**src/hw/rtl/jaie_pkg.sv**
```systemverilog
package jaie_pkg;

    // Field and datapath widths
    localparam int unsigned SCALE_W   = 11;
    localparam int unsigned PTR_W     = 10;
    localparam int unsigned ACCEL_W   = 10;
    localparam int unsigned STICK_W   = 8;
    localparam int unsigned CODE_W    = 8;
    localparam int unsigned CFG_IDX_W = 1;

    // Largest pointer value; quotients above it saturate
    localparam logic [PTR_W-1:0] PTR_MAX = 10'd1023;

    // Direction and key codes
    localparam logic [CODE_W-1:0] DIR_NONE  = 8'h00;
    localparam logic [CODE_W-1:0] DIR_LEFT  = 8'h40;
    localparam logic [CODE_W-1:0] DIR_RIGHT = 8'h80;
    localparam logic [CODE_W-1:0] DIR_DOWN  = 8'h20;
    localparam logic [CODE_W-1:0] DIR_UP    = 8'h10;
    localparam logic [CODE_W-1:0] KEY_NONE  = 8'h00;
    localparam logic [CODE_W-1:0] KEY_ENTER = 8'h0d;

    // Stick positions
    localparam logic [STICK_W-1:0] STICK_LOW    = 8'd0;
    localparam logic [STICK_W-1:0] STICK_HIGH   = 8'd255;
    localparam logic [STICK_W-1:0] STICK_CENTER = 8'd128;

    // Reset values
    localparam logic [SCALE_W-1:0] WIDTH_RESET   = 11'd320;
    localparam logic [SCALE_W-1:0] HEIGHT_RESET  = 11'd240;
    localparam int unsigned        LEAST_NOMINAL = 1000;

    typedef enum logic [1:0] {
        EV_DIRECTION = 2'd0,
        EV_KEY       = 2'd1,
        EV_POINTER   = 2'd2
    } event_kind_t;

    typedef enum logic [CFG_IDX_W-1:0] {
        REG_SCREEN_WIDTH  = 1'b0,
        REG_SCREEN_HEIGHT = 1'b1
    } cfg_reg_t;

endpackage

```
**src/hw/rtl/joystick_accel_to_input_events.sv**
```systemverilog
// Controller sample to input events.
// Slave stream (s_*): one polled sample per transfer: stick X/Y, Z button and
// two accelerometer axes. Master stream (m_*): one to three events per sample,
// in order direction change, key change, pointer update; m_tlast marks the
// pointer event, which closes every sample. m_tuser carries the event kind.
// Config channel (cfg_*): register 0 screen width, 1 screen height; always
// ready, to be written only while no sample is in flight.
// Pointer path: the pointer event is computed by two bit-serial scale units
// (one per axis), each a shift-add multiply followed by a restoring divide.
// A sample is accepted and the units start in the cycle after; when both
// are done, the pointer event is loaded into the output register once no
// direction or key event waits and the output slot is free. The next sample
// is accepted only after that, so samples never overlap in the units.
// Direction and key events leave while the units are still working.
// A single output register parts the sides: a stalled receiver holds events
// there, and a new sample can be taken while the pointer event still waits.
// Reset: latches and codes clear, calibration returns to its initial range,
// screen size returns to 320 x 240.
module joystick_accel_to_input_events #(
    parameter int unsigned ACCEL_BITS = 10
) (
    input  logic                               aclk,
    input  logic                               aresetn,
    // stick_x[7:0], stick_y[15:8], button_z[16], accel_x[26:17],
    // accel_z[36:27], zero pad[39:37]
    input  logic [39:0]                        s_tdata,
    input  logic                               s_tvalid,
    output logic                               s_tready,
    // direction_byte[7:0], key_byte[15:8], pointer_x[25:16],
    // pointer_y[35:26], zero pad[39:36]
    output logic [39:0]                        m_tdata,
    // event_kind[1:0]
    output logic [1:0]                         m_tuser,
    output logic                               m_tlast,
    output logic                               m_tvalid,
    input  logic                               m_tready,
    input  logic                               cfg_valid,
    output logic                               cfg_ready,
    input  logic [jaie_pkg::CFG_IDX_W-1:0]     cfg_index,
    input  logic [jaie_pkg::SCALE_W-1:0]       cfg_data
);

    localparam int unsigned AB       = ACCEL_BITS;
    localparam int unsigned AccMax   = (1 << ACCEL_BITS) - 1;
    localparam logic [AB-1:0] LeastReset =
        AB'((AccMax < jaie_pkg::LEAST_NOMINAL) ? AccMax : jaie_pkg::LEAST_NOMINAL);
    localparam logic [AB-1:0] GreatestReset = AB'(1);

    typedef enum logic {ST_IDLE, ST_RUN} state_t;

    // Input field unpack
    logic [jaie_pkg::STICK_W-1:0] in_sx, in_sy;
    logic                         in_bz;
    logic [AB-1:0]                in_ax, in_az;
    logic                         s_accept;

    assign in_sx    = s_tdata[7:0];
    assign in_sy    = s_tdata[15:8];
    assign in_bz    = s_tdata[16];
    assign in_ax    = AB'(s_tdata[26:17]);
    assign in_az    = AB'(s_tdata[36:27]);
    assign s_accept = s_tvalid && s_tready;

    // Control state
    state_t state_reg, state_next;
    logic   start_reg, start_next;
    logic   dir_pend_reg, dir_pend_next;
    logic   key_pend_reg, key_pend_next;
    logic   stick_latched_reg, stick_latched_next;
    logic   key_latched_reg, key_latched_next;
    logic   m_tvalid_reg, m_tvalid_next;
    logic [jaie_pkg::CODE_W-1:0]  dir_val_reg, dir_val_next;
    logic [jaie_pkg::CODE_W-1:0]  key_val_reg, key_val_next;
    logic [jaie_pkg::SCALE_W-1:0] width_reg, width_next;
    logic [jaie_pkg::SCALE_W-1:0] height_reg, height_next;
    logic [AB-1:0] least_x_reg, least_x_next, greatest_x_reg, greatest_x_next;
    logic [AB-1:0] least_z_reg, least_z_next, greatest_z_reg, greatest_z_next;

    // Payload
    logic [AB-1:0]                ax_reg, ax_next, az_reg, az_next;
    logic [jaie_pkg::CODE_W-1:0]  key_for_dir_reg, key_for_dir_next;
    jaie_pkg::event_kind_t        m_kind_reg, m_kind_next;
    logic                         m_last_reg, m_last_next;
    logic [jaie_pkg::CODE_W-1:0]  m_dir_reg, m_dir_next, m_key_reg, m_key_next;
    logic [jaie_pkg::PTR_W-1:0]   m_px_reg, m_px_next, m_py_reg, m_py_next;

    // Scale units
    logic                       busy_x, busy_y;
    logic [jaie_pkg::PTR_W-1:0] res_x, res_y;
    logic [AB-1:0]              num_x, num_z;
    logic [AB:0]                den_x, den_z;

    // Min/max are updated at the input transfer, so the sample lies within range
    assign num_x = ax_reg - least_x_reg;
    assign num_z = az_reg - least_z_reg;
    assign den_x = {1'b0, greatest_x_reg} - {1'b0, least_x_reg} + 1'b1;
    assign den_z = {1'b0, greatest_z_reg} - {1'b0, least_z_reg} + 1'b1;

    jaie_scale #(.ACCEL_BITS(ACCEL_BITS)) u_scale_x (
        .aclk    (aclk),
        .aresetn (aresetn),
        .start   (start_reg),
        .scale   (width_reg),
        .num     (num_x),
        .den     (den_x),
        .busy    (busy_x),
        .result  (res_x)
    );

    jaie_scale #(.ACCEL_BITS(ACCEL_BITS)) u_scale_z (
        .aclk    (aclk),
        .aresetn (aresetn),
        .start   (start_reg),
        .scale   (height_reg),
        .num     (num_z),
        .den     (den_z),
        .busy    (busy_y),
        .result  (res_y)
    );

    // Output slot handling
    logic out_free, ptr_ready, load_dir, load_key, load_ptr;

    assign out_free  = !m_tvalid_reg || m_tready;
    assign ptr_ready = !start_reg && !busy_x && !busy_y;
    assign load_dir  = (state_reg == ST_RUN) && out_free && dir_pend_reg;
    assign load_key  = (state_reg == ST_RUN) && out_free && !dir_pend_reg && key_pend_reg;
    assign load_ptr  = (state_reg == ST_RUN) && out_free && !dir_pend_reg &&
                       !key_pend_reg && ptr_ready;

    always_comb begin
        state_next         = state_reg;
        start_next         = 1'b0;
        dir_pend_next      = dir_pend_reg;
        key_pend_next      = key_pend_reg;
        stick_latched_next = stick_latched_reg;
        key_latched_next   = key_latched_reg;
        dir_val_next       = dir_val_reg;
        key_val_next       = key_val_reg;
        width_next         = width_reg;
        height_next        = height_reg;
        least_x_next       = least_x_reg;
        greatest_x_next    = greatest_x_reg;
        least_z_next       = least_z_reg;
        greatest_z_next    = greatest_z_reg;
        ax_next            = ax_reg;
        az_next            = az_reg;
        key_for_dir_next   = key_for_dir_reg;
        m_tvalid_next      = m_tvalid_reg && !m_tready;
        m_kind_next        = m_kind_reg;
        m_last_next        = m_last_reg;
        m_dir_next         = m_dir_reg;
        m_key_next         = m_key_reg;
        m_px_next          = m_px_reg;
        m_py_next          = m_py_reg;

        if (cfg_valid && cfg_ready) begin
            case (cfg_index)
                jaie_pkg::REG_SCREEN_WIDTH:  width_next  = cfg_data;
                jaie_pkg::REG_SCREEN_HEIGHT: height_next = cfg_data;
                default: ;
            endcase
        end

        if (s_accept) begin
            state_next = ST_RUN;
            start_next = 1'b1;
            ax_next    = in_ax;
            az_next    = in_az;

            // stick: extreme while unlatched, or back to center while latched
            if (!stick_latched_reg) begin
                if (in_sx == jaie_pkg::STICK_LOW) begin
                    dir_val_next = jaie_pkg::DIR_LEFT;
                end else if (in_sx == jaie_pkg::STICK_HIGH) begin
                    dir_val_next = jaie_pkg::DIR_RIGHT;
                end else if (in_sy == jaie_pkg::STICK_LOW) begin
                    dir_val_next = jaie_pkg::DIR_DOWN;
                end else if (in_sy == jaie_pkg::STICK_HIGH) begin
                    dir_val_next = jaie_pkg::DIR_UP;
                end
                if (in_sx == jaie_pkg::STICK_LOW || in_sx == jaie_pkg::STICK_HIGH ||
                    in_sy == jaie_pkg::STICK_LOW || in_sy == jaie_pkg::STICK_HIGH) begin
                    stick_latched_next = 1'b1;
                    dir_pend_next      = 1'b1;
                end
            end else if (in_sx == jaie_pkg::STICK_CENTER &&
                         in_sy == jaie_pkg::STICK_CENTER) begin
                dir_val_next       = jaie_pkg::DIR_NONE;
                stick_latched_next = 1'b0;
                dir_pend_next      = 1'b1;
            end

            // direction event reports the key code from before this sample
            key_for_dir_next = key_val_reg;
            if (!key_latched_reg && in_bz) begin
                key_val_next     = jaie_pkg::KEY_ENTER;
                key_latched_next = 1'b1;
                key_pend_next    = 1'b1;
            end else if (key_latched_reg && !in_bz) begin
                key_val_next     = jaie_pkg::KEY_NONE;
                key_latched_next = 1'b0;
                key_pend_next    = 1'b1;
            end

            // running calibration
            if (in_ax < least_x_reg)    least_x_next    = in_ax;
            if (in_ax > greatest_x_reg) greatest_x_next = in_ax;
            if (in_az < least_z_reg)    least_z_next    = in_az;
            if (in_az > greatest_z_reg) greatest_z_next = in_az;
        end

        if (load_dir) begin
            dir_pend_next = 1'b0;
            m_tvalid_next = 1'b1;
            m_kind_next   = jaie_pkg::EV_DIRECTION;
            m_last_next   = 1'b0;
            m_dir_next    = dir_val_reg;
            m_key_next    = key_for_dir_reg;
            m_px_next     = '0;
            m_py_next     = '0;
        end else if (load_key) begin
            key_pend_next = 1'b0;
            m_tvalid_next = 1'b1;
            m_kind_next   = jaie_pkg::EV_KEY;
            m_last_next   = 1'b0;
            m_dir_next    = dir_val_reg;
            m_key_next    = key_val_reg;
            m_px_next     = '0;
            m_py_next     = '0;
        end else if (load_ptr) begin
            state_next    = ST_IDLE;
            m_tvalid_next = 1'b1;
            m_kind_next   = jaie_pkg::EV_POINTER;
            m_last_next   = 1'b1;
            m_dir_next    = dir_val_reg;
            m_key_next    = key_val_reg;
            m_px_next     = res_x;
            m_py_next     = res_y;
        end
    end

    always_ff @(posedge aclk) begin
        if (!aresetn) begin
            state_reg         <= ST_IDLE;
            start_reg         <= 1'b0;
            dir_pend_reg      <= 1'b0;
            key_pend_reg      <= 1'b0;
            stick_latched_reg <= 1'b0;
            key_latched_reg   <= 1'b0;
            m_tvalid_reg      <= 1'b0;
            dir_val_reg       <= jaie_pkg::DIR_NONE;
            key_val_reg       <= jaie_pkg::KEY_NONE;
            width_reg         <= jaie_pkg::WIDTH_RESET;
            height_reg        <= jaie_pkg::HEIGHT_RESET;
            least_x_reg       <= LeastReset;
            greatest_x_reg    <= GreatestReset;
            least_z_reg       <= LeastReset;
            greatest_z_reg    <= GreatestReset;
        end else begin
            state_reg         <= state_next;
            start_reg         <= start_next;
            dir_pend_reg      <= dir_pend_next;
            key_pend_reg      <= key_pend_next;
            stick_latched_reg <= stick_latched_next;
            key_latched_reg   <= key_latched_next;
            m_tvalid_reg      <= m_tvalid_next;
            dir_val_reg       <= dir_val_next;
            key_val_reg       <= key_val_next;
            width_reg         <= width_next;
            height_reg        <= height_next;
            least_x_reg       <= least_x_next;
            greatest_x_reg    <= greatest_x_next;
            least_z_reg       <= least_z_next;
            greatest_z_reg    <= greatest_z_next;
        end
    end

    always_ff @(posedge aclk) begin
        ax_reg          <= ax_next;
        az_reg          <= az_next;
        key_for_dir_reg <= key_for_dir_next;
        m_kind_reg      <= m_kind_next;
        m_last_reg      <= m_last_next;
        m_dir_reg       <= m_dir_next;
        m_key_reg       <= m_key_next;
        m_px_reg        <= m_px_next;
        m_py_reg        <= m_py_next;
    end

    assign s_tready  = (state_reg == ST_IDLE);
    assign cfg_ready = 1'b1;
    assign m_tvalid  = m_tvalid_reg;
    assign m_tlast   = m_last_reg;
    assign m_tuser   = m_kind_reg;
    assign m_tdata   = {4'b0000, m_py_reg, m_px_reg, m_key_reg, m_dir_reg};

`ifndef SYNTH
    // a new sample is only taken once both scale units are free
    a_idle_units_free: assert property (@(posedge aclk) disable iff (!aresetn)
        s_tready |-> (!busy_x && !busy_y && !start_reg))
        else $error("sample accepted while scale units busy");

    // the pointer event never overtakes a pending direction or key event
    a_ptr_after_pending: assert property (@(posedge aclk) disable iff (!aresetn)
        load_ptr |-> (!dir_pend_reg && !key_pend_reg))
        else $error("pointer event ahead of pending event");

    // tlast marks exactly the pointer event
    a_last_is_pointer: assert property (@(posedge aclk) disable iff (!aresetn)
        m_tvalid |-> (m_tlast == (m_tuser == jaie_pkg::EV_POINTER)))
        else $error("tlast does not match pointer event");

    // an input transfer starts both scale units on the following cycle
    a_start_follows: assert property (@(posedge aclk) disable iff (!aresetn)
        s_accept |=> (start_reg && !busy_x && !busy_y))
        else $error("scale units not started after transfer");
`endif

endmodule

```
**src/hw/rtl/jaie_scale.sv**
```systemverilog
// Bit-serial scale unit: result = min(scale * num / den, PTR_MAX).
// MSB-first shift-add multiply, then restoring division, one bit per cycle.
// Requires num < den.
module jaie_scale #(
    parameter int unsigned ACCEL_BITS = 10
) (
    input  logic                              aclk,
    input  logic                              aresetn,
    input  logic                              start,
    input  logic [jaie_pkg::SCALE_W-1:0]      scale,
    input  logic [ACCEL_BITS-1:0]             num,
    input  logic [ACCEL_BITS:0]               den,
    output logic                              busy,
    output logic [jaie_pkg::PTR_W-1:0]        result
);

    localparam int unsigned SW   = jaie_pkg::SCALE_W;
    localparam int unsigned W    = SW + ACCEL_BITS;
    localparam int unsigned CntW = $clog2(SW);
    localparam logic [CntW-1:0] CntLast = CntW'(SW - 1);

    typedef enum logic [1:0] {U_IDLE, U_MUL, U_DIV} ustate_t;

    ustate_t               state_reg, state_next;
    logic [CntW-1:0]       cnt_reg, cnt_next;
    logic [W-1:0]          acc_reg, acc_next;
    logic [SW-1:0]         mr_reg, mr_next;
    logic [ACCEL_BITS-1:0] num_reg, num_next;
    logic [ACCEL_BITS:0]   den_reg, den_next;
    logic [ACCEL_BITS-1:0] rem_reg, rem_next;

    logic [W-1:0]          mul_sum;
    logic [ACCEL_BITS:0]   trial;
    logic [ACCEL_BITS:0]   diff;
    logic                  ge;
    logic [SW-1:0]         quot;

    assign mul_sum = {acc_reg[W-2:0], 1'b0} + (mr_reg[SW-1] ? W'(num_reg) : '0);
    assign trial   = {rem_reg, acc_reg[SW-1]};
    assign ge      = (trial >= den_reg);
    assign diff    = trial - den_reg;
    assign quot    = acc_reg[SW-1:0];

    always_comb begin
        state_next = state_reg;
        cnt_next   = cnt_reg;
        acc_next   = acc_reg;
        mr_next    = mr_reg;
        num_next   = num_reg;
        den_next   = den_reg;
        rem_next   = rem_reg;
        case (state_reg)
            U_IDLE: begin
                if (start) begin
                    num_next   = num;
                    den_next   = den;
                    mr_next    = scale;
                    acc_next   = '0;
                    cnt_next   = '0;
                    state_next = U_MUL;
                end
            end
            U_MUL: begin
                acc_next = mul_sum;
                mr_next  = {mr_reg[SW-2:0], 1'b0};
                cnt_next = cnt_reg + 1'b1;
                if (cnt_reg == CntLast) begin
                    // top bits of the product are already below den
                    rem_next   = mul_sum[W-1:SW];
                    cnt_next   = '0;
                    state_next = U_DIV;
                end
            end
            U_DIV: begin
                rem_next          = ge ? diff[ACCEL_BITS-1:0] : trial[ACCEL_BITS-1:0];
                acc_next[SW-1:0]  = {acc_reg[SW-2:0], ge};
                cnt_next          = cnt_reg + 1'b1;
                if (cnt_reg == CntLast) begin
                    state_next = U_IDLE;
                end
            end
            default: begin
                state_next = U_IDLE;
            end
        endcase
    end

    always_ff @(posedge aclk) begin
        if (!aresetn) begin
            state_reg <= U_IDLE;
            cnt_reg   <= '0;
        end else begin
            state_reg <= state_next;
            cnt_reg   <= cnt_next;
        end
    end

    always_ff @(posedge aclk) begin
        acc_reg <= acc_next;
        mr_reg  <= mr_next;
        num_reg <= num_next;
        den_reg <= den_next;
        rem_reg <= rem_next;
    end

    assign busy   = (state_reg != U_IDLE);
    assign result = (quot > SW'(jaie_pkg::PTR_MAX)) ? jaie_pkg::PTR_MAX
                                                    : quot[jaie_pkg::PTR_W-1:0];

endmodule
```
**config.mk**
```make
export PLATFORM = sky130hd
export DESIGN_NAME = joystick_accel_to_input_events
export DESIGN_NICKNAME = d
export VERILOG_FILES = /design/src/hw/rtl/jaie_pkg.sv /design/src/hw/rtl/joystick_accel_to_input_events.sv /design/src/hw/rtl/jaie_scale.sv
export SDC_FILE = /design/constraint.sdc
export NUM_CORES = 1
export LEC_CHECK = 0
export BUFFER_PORTS_ARGS = -buffer_cell sky130_fd_sc_hd__buf_2
export CAP_MARGIN = 10
export CORE_ASPECT_RATIO = 0.5
export CORE_MARGIN = 10
export CORE_UTILIZATION = 40
export CTS_CLUSTER_DIAMETER = 40
export DETAILED_ROUTE_END_ITERATION = 16
export MAX_ROUTING_LAYER = met4
export PLACE_DENSITY = 0.68
export SKIP_CTS_REPAIR_TIMING = 1
export SYNTH_ARGS = -nofsm -noshare
export SYNTH_HDL_FRONTEND = slang
export SYNTH_SLANG_ARGS = --single-unit
```
**constraint.sdc**
```tcl
create_clock -name aclk -period 5.37 [get_ports aclk]
set_input_delay 1.074 -clock aclk [delete_from_list [all_inputs] [get_ports aclk]]
set_output_delay 1.074 -clock aclk [all_outputs]
set_load 0.03 [all_outputs]
```
---- After elaboration in Yosys (flattened, before gate mapping) ----
Index checks and enable logic that the tools add are counted.
word-level totals
  flip-flop bits (word level) ............. 287
  bits of input ports ..................... 57
  word-level logic and storage cells ...... 212
cells by class
  $add $sub $neg .......................... 12
  order comparisons ....................... 8
  eq/ne operators ......................... 17
  multiplexer cells ....................... 68
  bitwise gates (word level) .............. 3
  reduce and logical (&&, ||, !) cells .... 64
operator list
  operator               number
  $mux 8                 14
  $mux 10                8
  $pmux 11 s3            2
  $pmux 11 s2            2
  $add 21x10->21         2
  $pmux 10 s2            2
  $sub 10x10->10         4
  $pmux 9 s2             2
  $eq 8x8->1 const B     4
  $reduce_and 2->1       15
  $pmux 4 s3             2
  $mux 1                 23
  $add 11x1->11 const B  2
  $ge 11x11->1           2
  $gt 11x10->1 const B   2
  $mux 11                2
  $sub 10x10->11         2
  $gt 10x10->1           2
  $lt 10x10->1           2
  $mux 20                1
  $reduce_bool 2->1      9
  $logic_not 8->1        2
  $logic_and 1x1->1      13
  $mux 4                 3
  16 further kinds       50

---- Logic depth before layout (Yosys ltp) ----
Gate-level depths: netlist of the first run.
  depth after elaboration ................. 9
  gate-level depth with buffers ........... 10
  mapped depth without buffers ............ 10

---- Modules after synthesis ----
Synthesis of the first run repeated with hierarchy kept, for this count alone.
second synthesis, totals
  cells, all modules ...................... 1557
  area total of the unflattened synthesis .. 15587.4 um^2
by module, submodules not included
  module                          times used  cells each  area an instance (um^2)  seq. area each (um^2)
  joystick_accel_to_input_events  1           834         7382.1                   2682.6
  jaie_scale (u_scale_z)          1           373         4156.5                   1981.9
  jaie_scale (u_scale_x)          1           350         4048.9                   1981.9

---- Worst setup path before layout of the first run ----
Ideal clock, no wire load.
  path kind ............................... input to register
  from .................................... input s_tvalid
  to ...................................... register greatest_x_reg[1]
  arrival time ............................ 2688 ps
  setup slack ............................. 2595 ps
  cell stages on the path ................. 8
  buffers on the path ..................... 2
  path through ............................ nand2b_1 -> buf_2 -> inv_1 -> o21ai_0 -> a21oi_2 -> buf_2 -> nand3_1 -> o31ai_1
between the ends
  word-level cells in the longest chain between the ends .. 2
ends and longest elaborated chain
  item                               RTL line                               text
  start, declared                    joystick_accel_to_input_events.sv:27   input logic s_tvalid,
  $logic_and 1x1->1                  joystick_accel_to_input_events.sv:62   assign s_accept = s_tvalid && s_tready;
  net s_accept                       joystick_accel_to_input_events.sv:55   logic s_accept;
  $reduce_and 2->1 (no source line)  --
  end signal, assigned               joystick_accel_to_input_events.sv:257  greatest_x_reg <= GreatestReset;
  end signal, assigned               joystick_accel_to_input_events.sv:273  greatest_x_reg <= greatest_x_next;
  end, declared                      joystick_accel_to_input_events.sv:76   logic [AB-1:0] least_x_reg, least_x_next, greatest_x_reg, greatest_x_next;
The timed path passes the listed nets, and every way through them passes these cells.
A chain may end at the register's enable or synchronous reset.

---- Worst setup path after layout of the first run ----
  from .................................... input s_tvalid
  to ...................................... register greatest_x_reg[0]
Same word-level chain as after synthesis.

==> results of run 1 <==
metrics by stage:
stage / power (mW) / setup WS, ps / hold slack [ps] / cells / util
floorplan: 3.71 / 2600 / 408 / 1533 / -
global placement: 4.09 / 1790 / 414 / 2054 / 0.426
detailed placement: 4.12 / 1790 / 415 / 2054 / 0.426
CTS: 6.55 / 2320 / 426 / 2117 / 0.459
global route: 6.84 / 2100 / 438 / 2117 / 0.459
finish: 6.49 / 2310 / 424 / 2117 / 0.459
Yosys cell counts, types with 7 or more instances:
library cell / number
nand2b_1: 16
a211oi_1: 19
nor3_1: 26
a21oi_1: 109
dfxtp_1: 107
fa_1: 8
xnor2_1: 41
mux2_2: 22
o31ai_1: 28
nor2_1: 129
buf_4: 18
xor2_1: 26
o21ai_0: 58
a31oi_1: 9
a21o_1: 17
nor2b_1: 26
clkbuf_1: 32
inv_1: 119
ha_1: 148
mux2i_1: 34
nand3_1: 62
o211ai_1: 13
nand2_1: 110
o21a_1: 16
and3_1: 8
a22oi_1: 7
edfxtp_1: 150
nand4_1: 17
nand3b_1: 7
and2_1: 22
buf_1: 7
per-layer routing:
metal	up-vias	global-route usage	routed length, um
li1	5626	-	-
met1	5224	0.171	14800
met2	165	0.249	16300
met3	45	0.0211	985
met4	0	0.0423	698
met5	-	-	0
kinds of logic after synthesis:
| family | Yosys count | synth area share |
|---|---|---|
| AND/OR/NAND/NOR | 450 | 0.142 |
| XOR/XNOR | 67 | 0.0390 |
| other | 2 | 0.000499 |
| adder cells (fa/ha/maj) | 156 | 0.134 |
| buffers and inverters | 184 | 0.0513 |
| AO/OA/AOI/OAI | 347 | 0.151 |
| flip-flops | 257 | 0.441 |
| multiplexers | 58 | 0.0410 |
cells in the final DEF, fill, tap and decap left out, types with 22 or more instances in the layout:
cell / netlist / routed
edfxtp_1: 150 / 150
ha_1: 148 / 148
nor2_1: 129 / 127
inv_1: 119 / 118
nand2_1: 110 / 110
a21oi_1: 109 / 109
dfxtp_1: 107 / 107
buf_2: 6 / 85
nand3_1: 62 / 62
o21ai_0: 58 / 58
xnor2_1: 41 / 41
clkbuf_16: 0 / 40
mux2i_1: 34 / 34
o31ai_1: 28 / 28
nor2b_1: 26 / 26
xor2_1: 26 / 26
nor3_1: 26 / 26
and2_1: 22 / 22
mux2_2: 22 / 22
worst max-delay path, stage by stage:
cell and delay, ps:
buf_2 90, nand2b_1 330, inv_1 520, buf_4 330
o21ai_0 140, a21oi_2 620, mux2i_1 260, nand2_1 60
report_power, final:
part           switching (mW)  internal, mW
sequential              0.132          2.37
clock                   0.893          1.52
combinational           0.981         0.594
total                    2.01          4.48
final cells by class:
cell class,count,area (sq um),area share
Clock inverter,19,204,0.0119
Multi-Input combinational cell,1092,7700,0.450
Tap cell,494,618,0.0361
Inverter,120,450,0.0263
Sequential cell,257,6650,0.388
Clock buffer,44,1030,0.0599
Timing Repair Buffer,91,470,0.0275
final timing paths:
| kind | slack (ps) | to | cells after the start | startpoint |
|---|---|---|---|---|
| hold reg to reg | 420 | m_dir_reg[5] | 0 | dir_val_reg[5] |
| setup reg to reg | 2350 | u_scale_x.rem_reg[7] | 4 | u_scale_x.state_reg[0] |
| setup / recovery | 2310 | greatest_x_reg[0] | 8 | s_tvalid |
| hold / removal | 420 | m_dir_reg[5] | 0 | dir_val_reg[5] |
==> metrics.txt, run 1 <==
outcome=finished clean; RD Place Congestion=0.885; Std-Cell Rows=50; WL per Instance=15.5 um; fin area=17,100 sq um; largest net degree at the start of global routing=57; kind of critical path=in -> reg; Fmax achieved=327 MHz; diode count=0; ANT nets after route=0; Detailed Routing Iterations Pass 1=5; CP arrival=3430 ps; share of the synthesized area in the top cell type=0.299; # Max-Cap Violations=0; Total Wirelength=32,800 um; first-pass GRT wire length=53,400 um; Via density=5.22; die area=46,300 sq um; share of layout cells above drive strength 1=0.124; final worst-path cycle share=0.569; Layout area overhead=13.7%; initial antenna violation count=0; Synth area leader=edfxtp_1; DR vias=11,100; core area=37,300 sq um; Synth Area per Inst=9.90 sq um; Top FF cell, synth=edfxtp_1; worst skew pair latency=520 ps; Post-route DRC=0; Starting DRT DRC Count=505; post-synthesis cell type count=80; Worst EP required=5740 ps; Max IR drop VDD=0.191 mV; Max Transition Viols Final=0; global-route usage over all layers=0.143; LEAKAGE=6.93 nW; Die Span X=294 um; Setup crit start kind=primary input; Placed Area=15,900 sq um; Seq/Total Area, Yosys=0.441; Port Buffer Count=85; Synth area leaders=edfxtp_1 (30%), dfxtp_1 (14%), ha_1 (12%), a21oi_1 (3.6%), nor2_1 (3.2%); Yosys warnings=0; CP max FO=19; Netlist Area Pre-Place=15,100 sq um; H-tree depth=2; Total Nets Final=1,810; total congestion overflow=0; # IOs=103; final setup fails=0; Post-synth EDFFs=150; RSZ-0062 raised after global routing=no; Clock Path Buffers=3; vias in the first global route=10,700; clk root buf=clkbuf_16; Worst-path clk slew=60 ps; CTS Buf Count=35; Post-synth ARST share=0; initial cell density of the core=0.404; Post-Synthesis Cells=1,521; worst slew pin tran=1160 ps; pwr dens=379 nW/um^2; Final Hold Violating Endpoints=0; Tmin final=3060 ps; HPWL Detailed=24,100 um; setup tns final=0 ps; Max-slew headroom=0.227; Num Clock Sinks=257; Worst Hold Class=reg -> reg; Worst Skew=15.5 ps; Synth Register Bits=257; die height=157 um; fill count=3,467; CTS tree=yes; endpoint type of the worst setup path=register
Note: power is estimated with default switching activity, not from simulation.
==> run 2: changes to the inputs <==
Settings changed: ABC_AREA from default to 1, PLACE_DENSITY 0.68 to 0.67.
Clock period 5.37 ns to 3.1 ns, I/O delays scaled along.
==> run 2 against run 1 <==
- wire length grew 17%
- first-iteration DRC count up 76%
- via count is 22% higher
- register-to-register slack got worse by 1700 ps
- non-clock buffer count grew 16
- critical path type is now reg -> reg
==> metrics.txt, run 2 <==
outcome=finished clean; clk root buf=clkbuf_16; Final Hold Violating Endpoints=0; largest delay contributor family on the critical path=simple AND/OR/NAND/NOR gates; Worst EP required=3380 ps; Starting DRT DRC Count=889; met3 usage=0.0241; portion of netlist area occupied by mux cells=0.000619; # IOs=103; Synth Area per Inst=7.79 sq um; share of layout cells above drive strength 1=0.0947; post-synthesis cell type count=48; most congested layer reported by global routing=met2; core area=39,400 sq um; die area=49,300 sq um; Post-route DRC=0; Adder-Cell Fraction of Synth Area=0.124; endpoint type of the worst setup path=register; Post-Synthesis Cells=2,074; largest net degree at the start of global routing=35; M2 GR Usage=0.280; global-route usage over all layers=0.156; commonest non-fill, non-tap cell in the layout=nand2_1; Worst Setup Slack, final=616 ps; vias in the first global route=13,300; Synth area leaders=edfxtp_1 (28%), dfxtp_1 (13%), nand2_1 (13%), ha_1 (11%), inv_1 (6.3%); depth of the worst register-to-register path=13; Netlist Area Pre-Place=16,200 sq um; most common cell in the netlist=nand2_1; Synth Area in XOR/XNOR=0.0222; Top FF cell, synth=edfxtp_1; top cells by count, synth=nand2_1 (548), inv_1 (271), nor2_1 (201); Worst-path clk slew=60 ps; Critical Path Slowest Stage Cell=edfxtp_1; Tmin final=2480 ps; Port Buffer Count=85; Detailed Routing Iterations Pass 1=6; Seq/Total Area, Yosys=0.411; Fin Hold WS=308 ps; Yosys warnings=0; critical path depth=13; Num Clock Sinks=257; Post-synth ARST share=0; worst path bufs/invs=3; DR vias=13,500; most frequent cells in the layout=nand2_1 (548), inv_1 (271), nor2_1 (201); Synth Area in Compound Gates=0.0806; flop2flop setup slack=620 ps; Max Transition Viols Final=0; CTS Buf Count=37; Die Span X=304 um; Worst Skew=20.6 ps; kind of critical path=reg -> reg; slowest stage delay, CP=510 ps; DP Worst Slack=629 ps; Std-Cell Rows=51; final worst-path cycle share=0.801; critical path, cell by cell=nand2_1 > inv_1 > ha_1 > inv_1 > fa_1 > inv_1 > nand3_1 > nand3_1 > nand3_1 > nand3_1 > nand3_1 > nand3_1 > nand2_1; initial cell density of the core=0.411; Via density=4.96; Total Nets Final=2,381; Simple-Gate Fraction of Synth Area=0.274; Max-slew headroom=0.474; Placed Area=17,100 sq um; share of the synthesized area in the top cell type=0.279; crit-path most repeated cell=nand3_1; total congestion overflow=0; WL per Instance=14.0 um; fill count=3,801; CP max FO=10; met1 GRT Util=0.181; die height=162 um; # Max-Cap Violations=0; HPWL Detailed=28,700 um; first-pass GRT wire length=63,700 um; Worst Hold Class=in -> reg; LEAKAGE=8.74 nW; CP arrival=2760 ps; Fmax achieved=403 MHz; setup tns final=0 ps; Layout area overhead=14.3%; Hold Path Depth=3; final setup fails=0; CTS tree=yes; H-tree depth=2; Total Wirelength=38,200 um; post-placement cell count=2,659; RD Place Congestion=0.903; Reg-to-Reg End=u_scale_x.rem_reg[6]; worst slew pin tran=788 ps; Synth Register Bits=257; Post-synth EDFFs=150; RSZ-0062 raised after global routing=no; Setup crit start kind=register; Synth area leader=edfxtp_1; hold_sp=cfg_data[6]; worst flop-to-flop path startpoint=u_scale_x.mr_reg[10]; Max IR drop VDD=0.399 mV; main combinational cell family by area after synthesis=simple AND/OR/NAND/NOR gates; hold endpoint=height_reg[6]; ANT nets after route=0; initial antenna violation count=0; pwr dens=837 nW/um^2; worst skew pair latency=540 ps; Clock Path Buffers=3; fin area=18,500 sq um; diode count=0; final cell count without fillers=2,727
run 2: changes by cell type in the layout (fill, tap and decap cells not counted), sizes merged, moves of 24 or more:
cell   delta
o21ai    +24
nor2b    -26
inv     +157
mux2     -24
o31ai    -30
nand2   +449
xnor2    -27
mux2i    -33
nand3   +129
nor2     +77
run 2: layout make-up:
class / count / area [sq um] / share of cell area
multi-input cells: 1485 / 8170 / 0.442
clock inverters: 20 / 208 / 0.0112
clock buffers: 48 / 1150 / 0.0620
flip-flops and latches: 257 / 6650 / 0.360
well taps: 530 / 663 / 0.0359
repair buffers: 107 / 591 / 0.0320
inverters: 280 / 1050 / 0.0571
run 2: how the worst max path moves through the flow:
stage | start | endpoint
global route | u_scale_x.mr_reg[10] | u_scale_x.rem_reg[6]
finish | u_scale_x.mr_reg[10] | u_scale_x.rem_reg[6]
global placement | u_scale_x.mr_reg[10] | u_scale_x.rem_reg[6]
CTS | u_scale_x.mr_reg[10] | u_scale_x.rem_reg[6]
floorplan | u_scale_z.state_reg[1] | u_scale_z.acc_reg[11]
detailed placement | s_tdata[26] | greatest_x_reg[3]
run 2: power by group:
part           leakage, nW  switching (mW)  internal (mW)
sequential            2.30           0.478           4.66
clock                0.666            1.74           2.70
combinational         5.78            3.94           1.93
total                 8.74            6.16           9.30
run 2: cells by family (layout without fill, tap and decap cells):
group,count (synthesis),in the layout
AO/OA/AOI/OAI,239,239
buffers and inverters,344,455
AND/OR/NAND/NOR,1034,1034
XOR/XNOR,41,41
adder cells (fa/ha/maj),156,156
other,2,14
flip-flops,257,257
multiplexers,1,1
run 2: layer usage:
metal  wire, um  vias to the layer above
li1           -                     6989
met1      17300                     6257
met2      18900                      220
met3       1490                       52
met4        594                        0
met5          0                        -
run 2: worst min-delay path, cell delays in order:
cell and delay (ps):
buf_2 90, nand2_1 50, nand3_1 50
run 2: metrics by stage:
step	total power, mW	utilization
4_1_cts	15.6	0.469
3_3_place_gp	10.9	0.435
6_report	15.5	0.469
2_1_floorplan	9.48	-
3_5_place_dp	11.1	0.435
5_1_grt	16.6	0.469
